`src/rtl/phfi_pkg.sv`:
```
`timescale 1ns / 1ps
// phfi_pkg: shared types, sizes and the bucket hash for the plane key table.
// No dependencies; imported by every module of the block except phfi_ram.
package phfi_pkg;

  localparam int TABLE_ENTRIES = 256;
  localparam int IDX_W         = $clog2(TABLE_ENTRIES);
  localparam int CNT_W         = IDX_W + 1;
  localparam int BUCKETS       = 256;
  localparam int BKT_W         = $clog2(BUCKETS);
  localparam int ENTRY_W       = 8;
  localparam int QUEUE_DEPTH   = 2;
  localparam int QPTR_W        = $clog2(QUEUE_DEPTH);
  localparam int QCNT_W        = QPTR_W + 1;

  localparam logic [31:0] HASH_K_HEIGHT  = 32'd73856093;
  localparam logic [31:0] HASH_K_TEXTURE = 32'd19349663;
  localparam logic [31:0] HASH_K_LIGHT   = 32'd83492791;

  typedef struct packed {
    logic               mode;
    logic signed [31:0] plane_height;
    logic [15:0]        texture_number;
    logic [7:0]         light_level;
  } in_t;

  typedef struct packed {
    logic [ENTRY_W-1:0] entry_index;
    logic               created;
    logic               table_full;
  } out_t;

  typedef struct packed {
    logic [31:0] height;
    logic [15:0] texture;
    logic [7:0]  light;
  } key_t;

  typedef struct packed {
    logic             vld;
    logic [IDX_W-1:0] idx;
  } link_t;

  typedef struct packed {
    key_t  key;
    link_t link;
  } entry_t;

  typedef struct packed {
    logic             clear;
    key_t             key;
    logic [BKT_W-1:0] bucket;
  } work_t;

  // only the low bucket bits of each product survive the mask, so narrow
  // products are enough; bits [23:16] of the height are the low byte of its
  // arithmetically shifted whole part
  function automatic logic [BKT_W-1:0] bucket_of(key_t k);
    logic [BKT_W-1:0] ph;
    logic [BKT_W-1:0] pt;
    logic [BKT_W-1:0] pl;
    ph = BKT_W'(k.height[16 +: BKT_W]) * BKT_W'(HASH_K_HEIGHT);
    pt = BKT_W'(k.texture) * BKT_W'(HASH_K_TEXTURE);
    pl = BKT_W'(k.light) * BKT_W'(HASH_K_LIGHT);
    return ph ^ pt ^ pl;
  endfunction

endpackage

```
`src/rtl/phfi_queue.sv`:
```
`timescale 1ns / 1ps
// phfi_queue: short fifo of classified work between front and back.
// Depends on phfi_pkg for the work type and depth.
module phfi_queue import phfi_pkg::*; (
  input  logic  clk,
  input  logic  rst,
  input  logic  push,
  input  work_t push_item,
  output logic  push_ready,
  input  logic  pop,
  output work_t pop_item,
  output logic  pop_valid
);

  work_t             slots [QUEUE_DEPTH];
  logic [QPTR_W-1:0] wr_ptr;
  logic [QPTR_W-1:0] rd_ptr;
  logic [QCNT_W-1:0] count;

  assign push_ready = count != QCNT_W'(QUEUE_DEPTH);
  assign pop_valid  = count != '0;
  assign pop_item   = slots[rd_ptr];

  always_ff @(posedge clk) begin
    if (push) begin
      slots[wr_ptr] <= push_item;
    end
  end

  always_ff @(posedge clk) begin
    if (rst) begin
      wr_ptr <= '0;
      rd_ptr <= '0;
      count  <= '0;
    end else begin
      if (push) begin
        wr_ptr <= wr_ptr + 1'b1;
      end
      if (pop) begin
        rd_ptr <= rd_ptr + 1'b1;
      end
      case ({push, pop})
        2'b10:   count <= count + 1'b1;
        2'b01:   count <= count - 1'b1;
        default: count <= count;
      endcase
    end
  end

endmodule

```
`config.mk`:
```
export PLATFORM = sky130hd
export DESIGN_NAME = phfi_queue
export DESIGN_NICKNAME = d
export VERILOG_FILES = /design/src/rtl/phfi_pkg.sv /design/src/rtl/phfi_queue.sv
export SDC_FILE = /design/constraint.sdc
export NUM_CORES = 1
export LEC_CHECK = 0
export ABC_CLOCK_PERIOD_IN_PS = 4200
export BUFFER_PORTS_ARGS = -buffer_cell sky130_fd_sc_hd__buf_4
export CORE_ASPECT_RATIO = 1.75
export CORE_MARGIN = 2
export CORE_UTILIZATION = 51
export CTS_CLUSTER_DIAMETER = 80
export CTS_CLUSTER_SIZE = 14
export DETAILED_ROUTE_END_ITERATION = 12
export HOLD_SLACK_MARGIN = 0.1
export PLACE_DENSITY_LB_ADDON = 0.1
export SYNTH_ARGS = -nofsm -noshare
export SYNTH_HDL_FRONTEND = slang
export SYNTH_SLANG_ARGS = --single-unit
```
`constraint.sdc`:
```
create_clock -name clk -period 4.2 [get_ports clk]
set_input_delay 0 -clock clk [delete_from_list [all_inputs] [get_ports clk]]
set_output_delay 0 -clock clk [all_outputs]
set_load 0.1 [all_outputs]
```
# [Yosys cells after proc, flatten, opt, wreduce, memory -nomap -nowiden]
# Memory sizes are Yosys's and may differ from the RTL's. A register that Yosys moved wholly into a read port is not among the register bits.
# Cells that the tools add are included.
[word_totals] in_bits=69 n_memories=1 wordCells=18 register_bits=4 mem_bits_rw=130
[op_classes] add_sub_neg=4 eq_ne=3 n_mux=5 reduce_logical=2
[mem_list] name="slots" depth=2 word_bits=65 read_ports=1 rd_clocked_by_memory_dff=1 write_ports=1 line="phfi_queue.sv:15" rtl="work_t slots [QUEUE_DEPTH];"
[ops] cell="two-way mux 1 bit" n=4
[ops] cell="case mux 2 bit (2 select lines)" n=1
[ops] cell="nonzero test 2 bit" n=2
[ops] cell="adder 1 bit (second input constant)" n=2
[ops] cell="adder 2 x 1 -> 2 bit (second input constant)" n=1
[ops] cell="== test 2 x 1 -> 1 bit (second input constant)" n=1
[ops] cell="== test 2 bit (second input constant)" n=1
[ops] cell="inequality test 2 bit (second input constant)" n=1
[ops] cell="subtractor 2 x 1 -> 2 bit (second input constant)" n=1

# [Longest topological paths before layout]
[logic_depth] ltp_word=3 mapped_depth=5 depth_no_buf=5

# [Worst setup path before layout]
# Ideal clock, no wire load.
[synth_timing] path_kind="reg-to-reg" start="reg wr_ptr" end="mem slots[0][0] in the netlist's numbering (enable)" n_path_buf=0 setup_ns=0.490 required_ns=3.710 t_arrival_ns=3.046 setup_slack_ns=0.664 path_stages_with_launch=2 period_less_slack_ns=3.536 cell_sequence="dfxtp_1 nor2_1"
[synth_lines] item="from (decl)" line="phfi_queue.sv:16" rtl="logic [QPTR_W-1:0] wr_ptr;"
[synth_lines] item="from (signal assigned)" line="phfi_queue.sv:37" rtl="wr_ptr <= wr_ptr + 1'b1;"
[synth_lines] item="to (decl)" line="phfi_queue.sv:15"
# Straight into the memory's write port.

==> metrics.txt <==
sw frac a little under a third; period utilization approximately 59%; final WL approximately 9.9 mm; initial drt markers 125; Worst setup EP type output port; RSZ-0062 raised after global routing false; total grt overflow 0; CTS resizes 0; Hold WC Path Type input pin to register; nets@finish 513; total negative slack 0 ps; fraction of registers with async set/reset 0%; die width 78.0 microns; Post-CTS Setup Inserts 0; Num CTS Buffers 17; DRC viols 0; count leader, synth edfxtp_1; net count after synthesis 294; CP peak stage delay between 800 and 900 ps; mapped cell area just under 0.005 sq mm; Primary FF master, synth edfxtp_1; ANT cells 0; top post-synthesis cells by area edfxtp_1 (80%), mux2_1 (15%), dfxtp_1 (2.0%); Cell Pwr Density about 530 mW/mm^2; Clock power frac 35.5%; clk sink count around 140; total number of yosys warnings 0; # H-tree levels 4; Setup Crit Path Kind register to output port; number of antenna violations at the first check in global routing 0; number of max-cap violations 0; post-synth cell types 16; cell family with most CP delay flip-flops; Max Fclk between 400 and 500 MHz; Synth Register Bits ~140; Syn Area/Cell about 22 sq um; Critical path buffers and inverters 2; setup violators final 0; Post-synth top cells edfxtp_1 (130), mux2_1 (65), buf_4 (5), dfxtp_1 (5), nor2_1 (5); worst path arrival time roughly 2500 ps; NetSw between 1 and 1.5 mW; Required @ worst endpoint ~4200 ps; fraction of layout cells with a size suffix above 1 between 30 and 40%; CP Cell Sequence buf_4, mux2_1, buf_4; Slew @ Worst Pin between 800 and 900 ps; top-level port count ~140; DR vias between 2000 and 3000; area of the core ~0.0094 sq mm; CP max FO 33; crit start category register; Slowest cell on crit path dfxtp_2; clk_lat worst skew ~410 ps; LEAKAGE between 2 and 3 nW; CTS tree built; sequential share of the synthesized area between 80% and 90%; Root Buffer Master clkbuf_16; vias per inst between 4 and 5; final weighted congestion in routability-driven placement between 0.7 and 0.8; Post-synth EDFFs 130; pin count of the biggest net entering global routing 40; cts hold-fix bufs just under 70; VDD IR max between 400 and 500 uV; Layout Utilization between 70% and 80%; Worst slew margin around 43%; antenna-violating nets left 0; max-slew violation count 0; Pint between 2 and 3 mW; row count 47; Initial Utilization around half; Seq pwr share 41.2%; area delta synth->final 49.2%; drt first pass iters 4; Comb pwr share 23.3%; DP HPWL between 5 and 6 mm; Worst-path clk slew around 60 ps; Mapped Cells approximately 220; Longest Clk Path Bufs 2; min cycle time layout around 2500 ps; Final Hold Viols 0; Crit path top cell by count buf_4; status finished clean; post-synth top area share 79.9%; Wirelength per Cell approximately 17 microns; Die ar. between 0.01 and 0.015 sq mm; fill count around 530; vias in the first global route between 3000 and 4000; Final Skew about 8.1 ps; Tot GR Track Use approximately a fifth; Die Height around 130 microns; global-route wire length before repair approximately 15 mm; I/O Buffers 135; hold_ws ~320 ps; area leader, netlist edfxtp_1
==> registers in the layout, indices dropped and copies added (netlist names), named ones only <==
signal  cells
slots     130
count       2
rd_ptr      1
wr_ptr      1
==> worst paths after layout <==
kind / start / to / slack (ps) / cells past startpoint
hold / removal: push_item[34] / slots[1][34]$_DFFE_PP_ / 320 / 2
hold reg to reg: rd_ptr$_SDFFE_PP0P_ / rd_ptr$_SDFFE_PP0P_ / 540 / 2
setup / recovery: register / pop_item[7] / 1740 / 3
setup reg to reg: wr_ptr$_SDFFE_PP0P_ / slots[1][32]$_DFFE_PP_ / 2170 / 2
==> layout make-up <==
type	count	area, sq um	area share, %
clock inverter	15	138	1.89
multi-input combinational	81	842	11.5
sequential	135	4010	54.9
clock buffer	17	425	5.83
inverter	1	3.75	0.0515
tap	122	153	2.09
timing repair buffer	207	1730	23.7
==> cells in the final DEF (no fill, tap or decap), drive strengths merged, types with 3 or more instances in the layout <==
cell type / count
edfxtp: 130
xnor2: 3
buf: 138
mux2: 65
nor2: 5
clkinv: 8
dlygate4sd3: 69
dfxtp: 5
clkinvlp: 5
clkbuf: 17
==> worst register-to-register path: cells and delay by family, from the launching register on <==
family	cells	cell delay, ps
AND/OR/NAND/NOR	1	740
buffers and inverters	1	550
flip-flops	1	400
==> metal layers <==
metal	wire length, microns	GRT usage (%)	up-vias
li1	-	-	1316
met2	5730	37.4	98
met5	0	0	-
met4	191	8.97	0
met3	575	6.84	15
met1	3400	19.3	1386
==> power groups by stage <==
stage                     Sequential [mW]  Clock [mW]  Combinational [mW]
after floorplan                      1.62           0               0.665
after global placement               1.63           0               0.849
after detailed placement             1.63           0               0.852
after CTS                            1.60        1.41               0.908
after global routing                 1.61        1.47               0.935
final                                1.60        1.38               0.906
==> stage by stage <==
stage | worst slack (ps) | instances | power (mW) | instance area [sq um]
floorplan | 664 | 224 | 2.28 | 4890
global placement | 2120 | 477 | 2.48 | 6040
detailed placement | 2100 | 477 | 2.48 | 6040
CTS | 1660 | 578 | 3.92 | 7290
global route | 1580 | 578 | 4.02 | 7290
finish | 1740 | 578 | 3.89 | 7290
==> kinds of logic (layout without fill, tap and decap cells) <==
| logic type | after synthesis | after routing | synth area share, % |
|---|---|---|---|
| AOI/OAI and AO/OA | 2 | 2 | 0.205 |
| xor gates and xnor gates | 4 | 4 | 0.717 |
| adders and majority gates | 1 | 1 | 0.256 |
| buffers and inverters | 8 | 240 | 1.05 |
| DFF | 135 | 135 | 81.9 |
| muxes | 65 | 65 | 15.0 |
| and+or+nand+nor | 9 | 9 | 0.896 |
No activity file was read; power rests on OpenSTA's default activity.
