===== src/rtl/phfi_pkg.sv =====
`timescale 1ns / 1ps
// phfi_pkg: shared types, sizes and the bucket hash for the plane key table.
// No dependencies; imported by every module of the block except phfi_ram.
package phfi_pkg;

  localparam int TABLE_ENTRIES = 256;
  localparam int IDX_W         = $clog2(TABLE_ENTRIES);
  localparam int CNT_W         = IDX_W + 1;
  localparam int BUCKETS       = 256;
  localparam int BKT_W         = $clog2(BUCKETS);
  localparam int ENTRY_W       = 8;
  localparam int QUEUE_DEPTH   = 2;
  localparam int QPTR_W        = $clog2(QUEUE_DEPTH);
  localparam int QCNT_W        = QPTR_W + 1;

  localparam logic [31:0] HASH_K_HEIGHT  = 32'd73856093;
  localparam logic [31:0] HASH_K_TEXTURE = 32'd19349663;
  localparam logic [31:0] HASH_K_LIGHT   = 32'd83492791;

  typedef struct packed {
    logic               mode;
    logic signed [31:0] plane_height;
    logic [15:0]        texture_number;
    logic [7:0]         light_level;
  } in_t;

  typedef struct packed {
    logic [ENTRY_W-1:0] entry_index;
    logic               created;
    logic               table_full;
  } out_t;

  typedef struct packed {
    logic [31:0] height;
    logic [15:0] texture;
    logic [7:0]  light;
  } key_t;

  typedef struct packed {
    logic             vld;
    logic [IDX_W-1:0] idx;
  } link_t;

  typedef struct packed {
    key_t  key;
    link_t link;
  } entry_t;

  typedef struct packed {
    logic             clear;
    key_t             key;
    logic [BKT_W-1:0] bucket;
  } work_t;

  // only the low bucket bits of each product survive the mask, so narrow
  // products are enough; bits [23:16] of the height are the low byte of its
  // arithmetically shifted whole part
  function automatic logic [BKT_W-1:0] bucket_of(key_t k);
    logic [BKT_W-1:0] ph;
    logic [BKT_W-1:0] pt;
    logic [BKT_W-1:0] pl;
    ph = BKT_W'(k.height[16 +: BKT_W]) * BKT_W'(HASH_K_HEIGHT);
    pt = BKT_W'(k.texture) * BKT_W'(HASH_K_TEXTURE);
    pl = BKT_W'(k.light) * BKT_W'(HASH_K_LIGHT);
    return ph ^ pt ^ pl;
  endfunction

endpackage


===== src/rtl/phfi_front.sv =====
`timescale 1ns / 1ps
// phfi_front: accepts input transactions, folds sky planes and hashes the key.
// Depends on phfi_pkg; holds the sky texture register.
module phfi_front import phfi_pkg::*; (
  input  logic        clk,
  input  logic        rst,
  input  logic        cfg_wr_en,
  input  logic [15:0] cfg_wr_data,
  input  logic        in_valid,
  output logic        in_ready,
  input  in_t         in_item,
  output logic        push,
  output work_t       push_item,
  input  logic        push_ready
);

  logic [15:0] sky_texture;
  key_t        key;

  always_ff @(posedge clk) begin
    if (rst) begin
      sky_texture <= '0;
    end else if (cfg_wr_en) begin
      sky_texture <= cfg_wr_data;
    end
  end

  always_comb begin
    key.height  = in_item.plane_height;
    key.texture = in_item.texture_number;
    key.light   = in_item.light_level;
    // all sky planes share one key
    if (in_item.texture_number == sky_texture) begin
      key.height = '0;
      key.light  = '0;
    end
  end

  assign in_ready         = push_ready;
  assign push             = in_valid && push_ready;
  assign push_item.clear  = in_item.mode;
  assign push_item.key    = key;
  assign push_item.bucket = bucket_of(key);

endmodule


===== config.mk =====
export PLATFORM = sky130hd
export DESIGN_NAME = phfi_front
export DESIGN_NICKNAME = d
export VERILOG_FILES = /design/src/rtl/phfi_pkg.sv /design/src/rtl/phfi_front.sv
export SDC_FILE = /design/constraint.sdc
export NUM_CORES = 1
export LEC_CHECK = 0
export BUFFER_PORTS_ARGS = -buffer_cell sky130_fd_sc_hd__buf_2
export CORE_MARGIN = 2
export CORE_UTILIZATION = 48
export DETAILED_ROUTE_END_ITERATION = 10
export PLACE_DENSITY_LB_ADDON = 0.05
export SYNTH_ARGS = -nofsm -noshare
export SYNTH_HDL_FRONTEND = slang
export SYNTH_SLANG_ARGS = --single-unit

===== constraint.sdc =====
create_clock -name clk -period 5.49 [get_ports clk]
set_clock_uncertainty 0.1 [all_clocks]
set_input_delay 0.2745 -clock clk [delete_from_list [all_inputs] [get_ports clk]]
set_output_delay 0.2745 -clock clk [all_outputs]
set_load 0.01 [all_outputs]

## Yosys cells after proc, flatten, opt, wreduce, memory -nomap -nowiden

Index checks and enable logic that the tools add are counted.

- Input bits: 78
- Memories kept: 0
- Logic and storage cells: 10
- Bits in read-only memories: 0
- Bits in latches: 0
- Bits in registers: 16
- Bits in writable memories: 0

- Add/subtract/negate cells: 0
- Mux-type cells: 2
- Shift-type cells: 0
- Bitwise logic cells: 2
- Divide/modulo/power cells: 0
- $mul: 3
- Reduce and logical (&&, ||, !) cells: 1
- Magnitude comparators: 0
- Equal/unequal tests: 1

Operators with widths:

| cell | number |
|---|---|
| two-way mux 32 bit | 1 |
| == test 16 bit | 1 |
| multiplier 8 x 8 -> 8 bit (second input constant) | 2 |
| bitwise XOR 8 bit | 2 |
| multiplier 8 x 7 -> 8 bit (second input constant) | 1 |
| two-way mux 8 bit | 1 |
| logical AND 1 bit | 1 |

## Depth between registers and ports, before layout

Gate-level depths: netlist of run 1.

- Depth in word-level cells: 5
- Gate-level depth with buffers: 20
- Gate-level depth less buffers: 18

## Worst setup path after synthesis of run 1

No wires, ideal clock.

- Path kind: reg2out
- Start: reg sky_texture[1]
- End: out push_item[7] (netlist name)
- Buffers on the path: 2
- Data arrival time: 4.381 ns
- Stages on the path, launching flop included: 21
- Data required time: 5.115 ns
- Setup slack: 0.734 ns
- Cell sequence: dfxtp_1 -> xor2_1 -> nor4_1 -> nand4_1 -> clkbuf_1 -> clkbuf_1 -> and2_1 -> ha_1 -> inv_1 -> fa_1 -> inv_1 -> ha_1 -> inv_1 -> fa_1 -> inv_1 -> ha_1 -> a21o_1 -> a21oi_1 -> xor2_1 -> xnor3_1 -> xnor3_1

RTL lines:

| element | RTL line | RTL |
|---|---|---|
| start, declared | phfi_front.sv:17 | `logic [15:0] sky_texture;` |
| start signal, assigned | phfi_front.sv:24 | `sky_texture <= cfg_wr_data;` |
| end, declared | phfi_front.sv:13 | `output work_t push_item,` |

==> impl_results.md, run 1 <==
- Drt total wl: 6.49 mm
- Leak: 2.09 nW
- Synth top area cells: ha_1 18%, fa_1 16%, xnor2_1 11%, dfxtp_1 11%, and2_1 8.6%
- Routed length per placed instance: 12.3 um
- Worst hold slack: 167 ps
- Adder-Cell Fraction of Synth Area: 0.346
- IO Port Bufs: 142
- Synth unique cells: 22
- Ys flop type: dfxtp_1
- Die Width: 82.8 um
- VDD IR max: 0.318 mV
- CTS Root Cell: clkbuf_8
- Non-filler cells, final: 527
- Most frequent CP cell: inv_1
- Max cap viols: 0
- Max-slew violations: 0
- Worst path slowest cell: fa_1
- Post-synthesis compound-gate area fraction: 0.0252
- Initial core utilization: 0.501
- CTS Sinks: 16
- CTS tree: yes
- WP data required: 5120 ps
- Period minus WS final: 5190 ps
- Fin area: 3680 um^2
- Placement row count: 28
- Count leader, synth: inv_1
- Hold bufs inserted after CTS: 0
- Period utilization: 0.945
- Worst slew margin: 0.685
- Worst-Margin Slew: 472 ps
- Global placer's final weighted congestion: 0.885
- GRT Util Overall: 0.191
- Synth Cell Area: 2980 um^2
- Worst reg2reg path depth: 2
- Pwr Density: 290 nW/um^2
- Initial antenna violation count: 0
- Placed insts: 523
- Simple-gate share of the synthesized area: 0.133
- Die H: 82.8 um
- List of most frequent post-synthesis cells: 54 x inv_1, 44 x ha_1, 41 x and2_1
- Yosys top cell by area: ha_1
- Max stage delay on crit path: 530 ps
- CP Class: flop to output port
- CP Max Fanout: 5
- Cell Chain, Critical Path: xor2_1, nor4_1, nand4_1, buf_4, and2_1, ha_1, inv_1, fa_1, inv_1, ha_1, inv_1, fa_1, inv_1, ha_1, a21o_1, a21oi_1, xor2_1, xnor3_1, xnor3_1, buf_2
- First-pass GRT wire length: 11.1 mm
- Critical Path Start Type: flop
- H-Tree Depth: 1
- Xor/xnor cell area share of the yosys netlist: 0.211
- Mux share of post-synthesis cell area: 0.0537
- Die area: 6860 um^2
- Vias in the first global route: 2466
- Detail Placement HPWL: 5.85 mm
- Via density: 4.56
- Post-Place Setup Slack: 323 ps
- Share of cells above drive strength 1: 0.334
- Slack of the critical path: 303 ps
- Clock insertion delay at the later pin of the skew report: 240 ps
- Biggest register: sky_texture
- Max frequency: 0.193 GHz
- Outcome: complete, no violations
- Fill count: 573
- Number of enable flip-flop cells after synthesis: 0
- Largest net degree at the start of global routing: 45
- Hold Fails Final Rpt: 0
- Hold path cells: 3
- Ys Warns: 0
- ANT cells: 0
- Fin nets: 600
- Placed cell area: 3630 um^2
- Worst-path clk slew: 60 ps
- Top flop regs: sky_texture: 16 flops
- Worst min path class: primary input to flop
- Synth top area share: 0.185
- Avg Cell Area, Syn: 9.01 um^2
- Global route overflow: 0
- Residual DRC count: 0
- Setup violators final: 0
- Setup_tns: 0 ps
- Yosys reg bits: 16
- Setup crit end kind: output port
- Buffer depth of the longest clock path: 2
- ANT nets after route: 0
- Via count: 2403
- Synth async-reset ratio: 0
- Largest register FFs: 16
- Violation count after the first detailed-routing iteration: 41
- Crit path DAT: 4810 ps
- DRT Pass-1 Iters: 4
- Area delta synth->final: 23.5%
- Sequential area share after synthesis: 0.107
- Core footprint: 5960 um^2
- Largest family of logic cells by synthesized area: adder cells
- Number of I/O pins: 145
- Synthesized Nets: 477
- Syn Inst Count: 331
- Cts bufs inserted: 3
## metal layers
metal	track usage	routed length, um	up-vias
li1	-	-	1247
met5	0	0	-
met1	0.235	2780	1084
met2	0.359	3340	68
met3	0.0249	317	4
met4	0.0313	54	0
## layout make-up
type / instances / area [um^2] / area share
well taps: 75 / 93.8 / 0.0255
flip-flops and latches: 16 / 320 / 0.0869
inverters: 54 / 203 / 0.0550
repair buffers: 145 / 737 / 0.200
clock buffers: 3 / 41.3 / 0.0112
multi-input cells: 234 / 2290 / 0.621
## what timing repair did
item / CTS / global route
resized for setup: 0 / 1
setup buffers: 0 / 1
setup endpoints to repair: 0 / 1
## cell families after synthesis
group / after synthesis
DFF: 16
adders and majority gates: 68
buffers and inverters: 81
and+or+nand+nor: 71
xor gates and xnor gates: 67
AOI/OAI and AO/OA: 12
muxes: 16
## critical path, delay by kind of cell, from the launching register on
| kind | cells | cell delay [ps] |
|---|---|---|
| AOI/OAI and AO/OA | 2 | 350 |
| xor gates and xnor gates | 4 | 950 |
| adders and majority gates | 5 | 1620 |
| buffers and inverters | 6 | 560 |
| DFF | 1 | 320 |
| and+or+nand+nor | 3 | 760 |
## worst paths after layout
path / start / to / slack [ps]
worst max-delay path: sky_texture[13]$_SDFFE_PP0P_ / push_item[7] / 300
worst min-delay path: cfg_wr_data[11] / sky_texture[11]$_SDFFE_PP0P_ / 170
worst max register to register: sky_texture[12]$_SDFFE_PP0P_ / sky_texture[12]$_SDFFE_PP0P_ / 4760
worst min register to register: sky_texture[6]$_SDFFE_PP0P_ / sky_texture[6]$_SDFFE_PP0P_ / 410
## through the flow
stage | utilization | power, mW
floorplan | - | 0.759
global placement | 0.610 | 0.988
detailed placement | 0.610 | 1.00
CTS | 0.617 | 1.09
global route | 0.619 | 1.18
finish | 0.619 | 1.07
## power breakdown
| part | total [mW] | leakage [nW] | switching (mW) | internal (mW) |
|---|---|---|---|---|
| logic | 0.854 | 1.94 | 0.407 | 0.447 |
| registers | 0.128 | 0.132 | 0.00481 | 0.123 |
| clock network | 0.0852 | 0.0216 | 0.0367 | 0.0485 |
## cells in the final DEF, fill, tap and decap left out
cell      Yosys  layout
a21o_1        6       6
a21oi_1       6       6
and2_1       41      41
and2_2        2       2
and3_1        1       1
and3_2        1       1
buf_2         1     142
buf_4        18       2
buf_6         0       1
clkbuf_8      0       3
dfxtp_1      16      16
fa_1         24      24
ha_1         44      44
inv_1        54      54
mux2i_1      16      16
nand2_1       5       5
nand4_1       1       1
nor2_1       16      16
nor4_1        4       4
xnor2_1      38      38
xnor3_1       3       3
xor2_1       26      26
(Power assumes the default switching activity.)
==> run 2, diff against run 1 <==
CORE_UTILIZATION = 50   (was 48)
clock period = 6 ns   (was 5.49 ns; I/O delays follow)
==> run 2 against run 1 <==
Against the previous run: final area is 0.51% lower; clock-buffer cell count stayed put; wire length is 2.4% higher; via count is 0.12% higher; flip-flop and latch count stayed put; die area is 3.8% lower; register-to-register slack better by 520 ps; first-iteration DRC count is 27% higher; final cell count is 0.38% lower; sequential power is 9% lower; combinational power is 8.1% lower; largest cell class unchanged.
==> impl_results.md, run 2 (synthesis gave the netlist of run 1 again) <==
- Vias in the first global route: 2300 (-6.7%)
- Biggest register: sky_texture
- GRT Util Overall: 0.199 (+0.00839)
- P_int: 567 uW (-8.4%)
- Largest register FFs: 16 (unchanged)
- CTS tree: yes
- DRT Pass-1 Iters: 2 (-2)
- Slack of the critical path: 626 ps (+323 ps)
- WP data required: 5600 ps (+480 ps)
- Fill count: 538 (-6.1%)
- Gate power share: 0.800 (about the same)
- Setup_tns: 0 ps (unchanged)
- Routed length per placed instance: 12.7 um (+2.8%)
- CTS Root Cell: clkbuf_8
- Violation count after the first detailed-routing iteration: 52 (+27%)
- Residual DRC count: 0 (unchanged)
- CP Class: flop to output port
- Placement row count: 28 (unchanged)
- Outcome: complete, no violations
- Hold bufs inserted after CTS: 0 (unchanged)
- Max frequency: 0.186 GHz
- Die area: 6600 um^2 (-3.8%)
- IO Port Bufs: 142 (unchanged)
- Share of cells above drive strength 1: 0.331 (-0.00296)
- Leak: 2.08 nW (-0.51%)
- Core footprint: 5850 um^2 (-1.8%)
- Initial core utilization: 0.510 (+0.00900)
- Critical Path Start Type: flop
- Via density: 4.58 (+0.51%)
- Top flop regs: sky_texture: 16 flops
- Unrepaired setup endpoints after global routing: no
- Max-slew violations: 0 (unchanged)
- Period utilization: 0.896
- First-pass GRT wire length: 10.3 mm (-7.3%)
- Max cap viols: 0 (unchanged)
- H-Tree Depth: 1 (unchanged)
- Reg area: 320 um^2 (unchanged)
- CTS Sinks: 16 (unchanged)
- Die Width: 81.2 um (-1.9%)
- Reg2reg start: sky_texture[5]$_SDFFE_PP0P_
- Commonest non-fill, non-tap cell in the layout: buf_2
- CP Max Fanout: 48 (+43)
- Psw: 414 uW (-7.8%)
- Start point of the worst hold path: cfg_wr_data[8]
- Hold Fails Final Rpt: 0 (unchanged)
- Clock share of power: 0.080 (about the same)
- Worst-Margin Slew: 474 ps (+2.31 ps)
- Period minus WS final: 5370 ps
- Die H: 81.2 um (-1.9%)
- Fin nets: 598 (-0.33%)
- Global placer's final weighted congestion: 0.808 (-8.7%)
- Crit path DAT: 4970 ps (+160 ps)
- Cts bufs inserted: 3 (unchanged)
- Clock insertion delay at the later pin of the skew report: 250 ps (about the same)
- Via count: 2406 (+0.12%)
- Largest net degree at the start of global routing: 49 (+8.9%)
- Most frequent cells in the layout: 142 x buf_2, 54 x inv_1, 44 x ha_1, 41 x and2_1, 38 x xnor2_1
- Worst hold slack: 185 ps (+17.9 ps)
- Global route overflow: 0 (unchanged)
- Worst min path class: primary input to flop
- Setup crit end kind: output port
- Number of I/O pins: 145 (unchanged)
- Post CTS Setup Buffer Count: 0 (unchanged)
- Sw frac: 0.422 (+0.00167)
- CP Launch Point: sky_texture[3]$_SDFFE_PP0P_
- Post-Place Setup Slack: 718 ps (+395 ps)
- Area delta synth->final: 22.9%
- Drt total wl: 6.65 mm (+2.4%)
- Setup violators final: 0 (unchanged)
- Post-cts resize count: 0 (unchanged)
- Pwr Density: 268 nW/um^2 (-7.7%)
- Detail Placement HPWL: 5.86 mm (about the same)
- Register share of total power: 0.119 (about the same)
- ANT cells: 0 (unchanged)
- Footprint of the multi-input gates: 2290 um^2 (unchanged)
- VDD IR max: 0.403 mV (+27%)
- ANT nets after route: 0 (unchanged)
- Worst-path clk slew: 60 ps (about the same)
- Buffer depth of the longest clock path: 2 (unchanged)
- Initial antenna violation count: 0 (unchanged)
- Worst slew margin: 0.684 (-0.00154)
## run 2: cell types whose count changed in the layout (fill, tap and decap cells not counted), sizes merged
cell and delta:
buf -2
## run 2: final cells by class
class                           count  share of cell area
Multi-Input combinational cell    234               0.625
Timing Repair Buffer              143               0.196
Sequential cell                    16              0.0874
Inverter                           54              0.0553
Tap cell                           75              0.0256
Clock buffer                        3              0.0113
## run 2: metrics by stage
stage	instance area (um^2)	instances	util	power (mW)
6_report	3670	525	0.627	0.981
4_1_cts	3670	525	0.627	0.999
3_5_place_dp	3620	522	0.620	0.916
2_1_floorplan	2980	331	-	0.694
5_1_grt	3670	525	0.627	1.08
3_3_place_gp	3620	522	0.620	0.901
## run 2: routing by layer
metal / wire length (um) / vias to the layer above / GRT usage
li1: - / 1241 / -
met1: 2870 / 1098 / 0.250
met2: 3400 / 61 / 0.363
met3: 327 / 6 / 0.0289
met4: 48 / 0 / 0.0390
met5: 0 / - / 0
## run 2: worst paths after layout
kind | end | slack, ps | cells after the start
min | sky_texture[8]$_SDFFE_PP0P_ | 180 | 3
min reg2reg | sky_texture[8]$_SDFFE_PP0P_ | 420 | 2
max reg2reg | sky_texture[5]$_SDFFE_PP0P_ | 5280 | 2
max | push_item[7] | 630 | 17
## run 2: worst max-delay path, cell delays in order (launching register included)
cell	delay (ps)
dfxtp_1	320
xor2_1	160
nor4_1	360
nand4_1	120
buf_4	270
and2_1	290
ha_1	240
inv_1	70
fa_1	410
inv_1	90
fa_1	430
fa_1	500
ha_1	340
a21oi_1	170
xor2_1	180
xnor3_1	450
xnor3_1	210
buf_2	130
## run 2: power groups by stage
stage                     combinational, mW  clock, mW  sequential (mW)
after global placement                0.782          0            0.119
after floorplan                       0.576          0            0.118
after detailed placement              0.797          0            0.119
final                                 0.785     0.0788            0.117
after global routing                  0.881     0.0839            0.118
after CTS                             0.801     0.0813            0.117
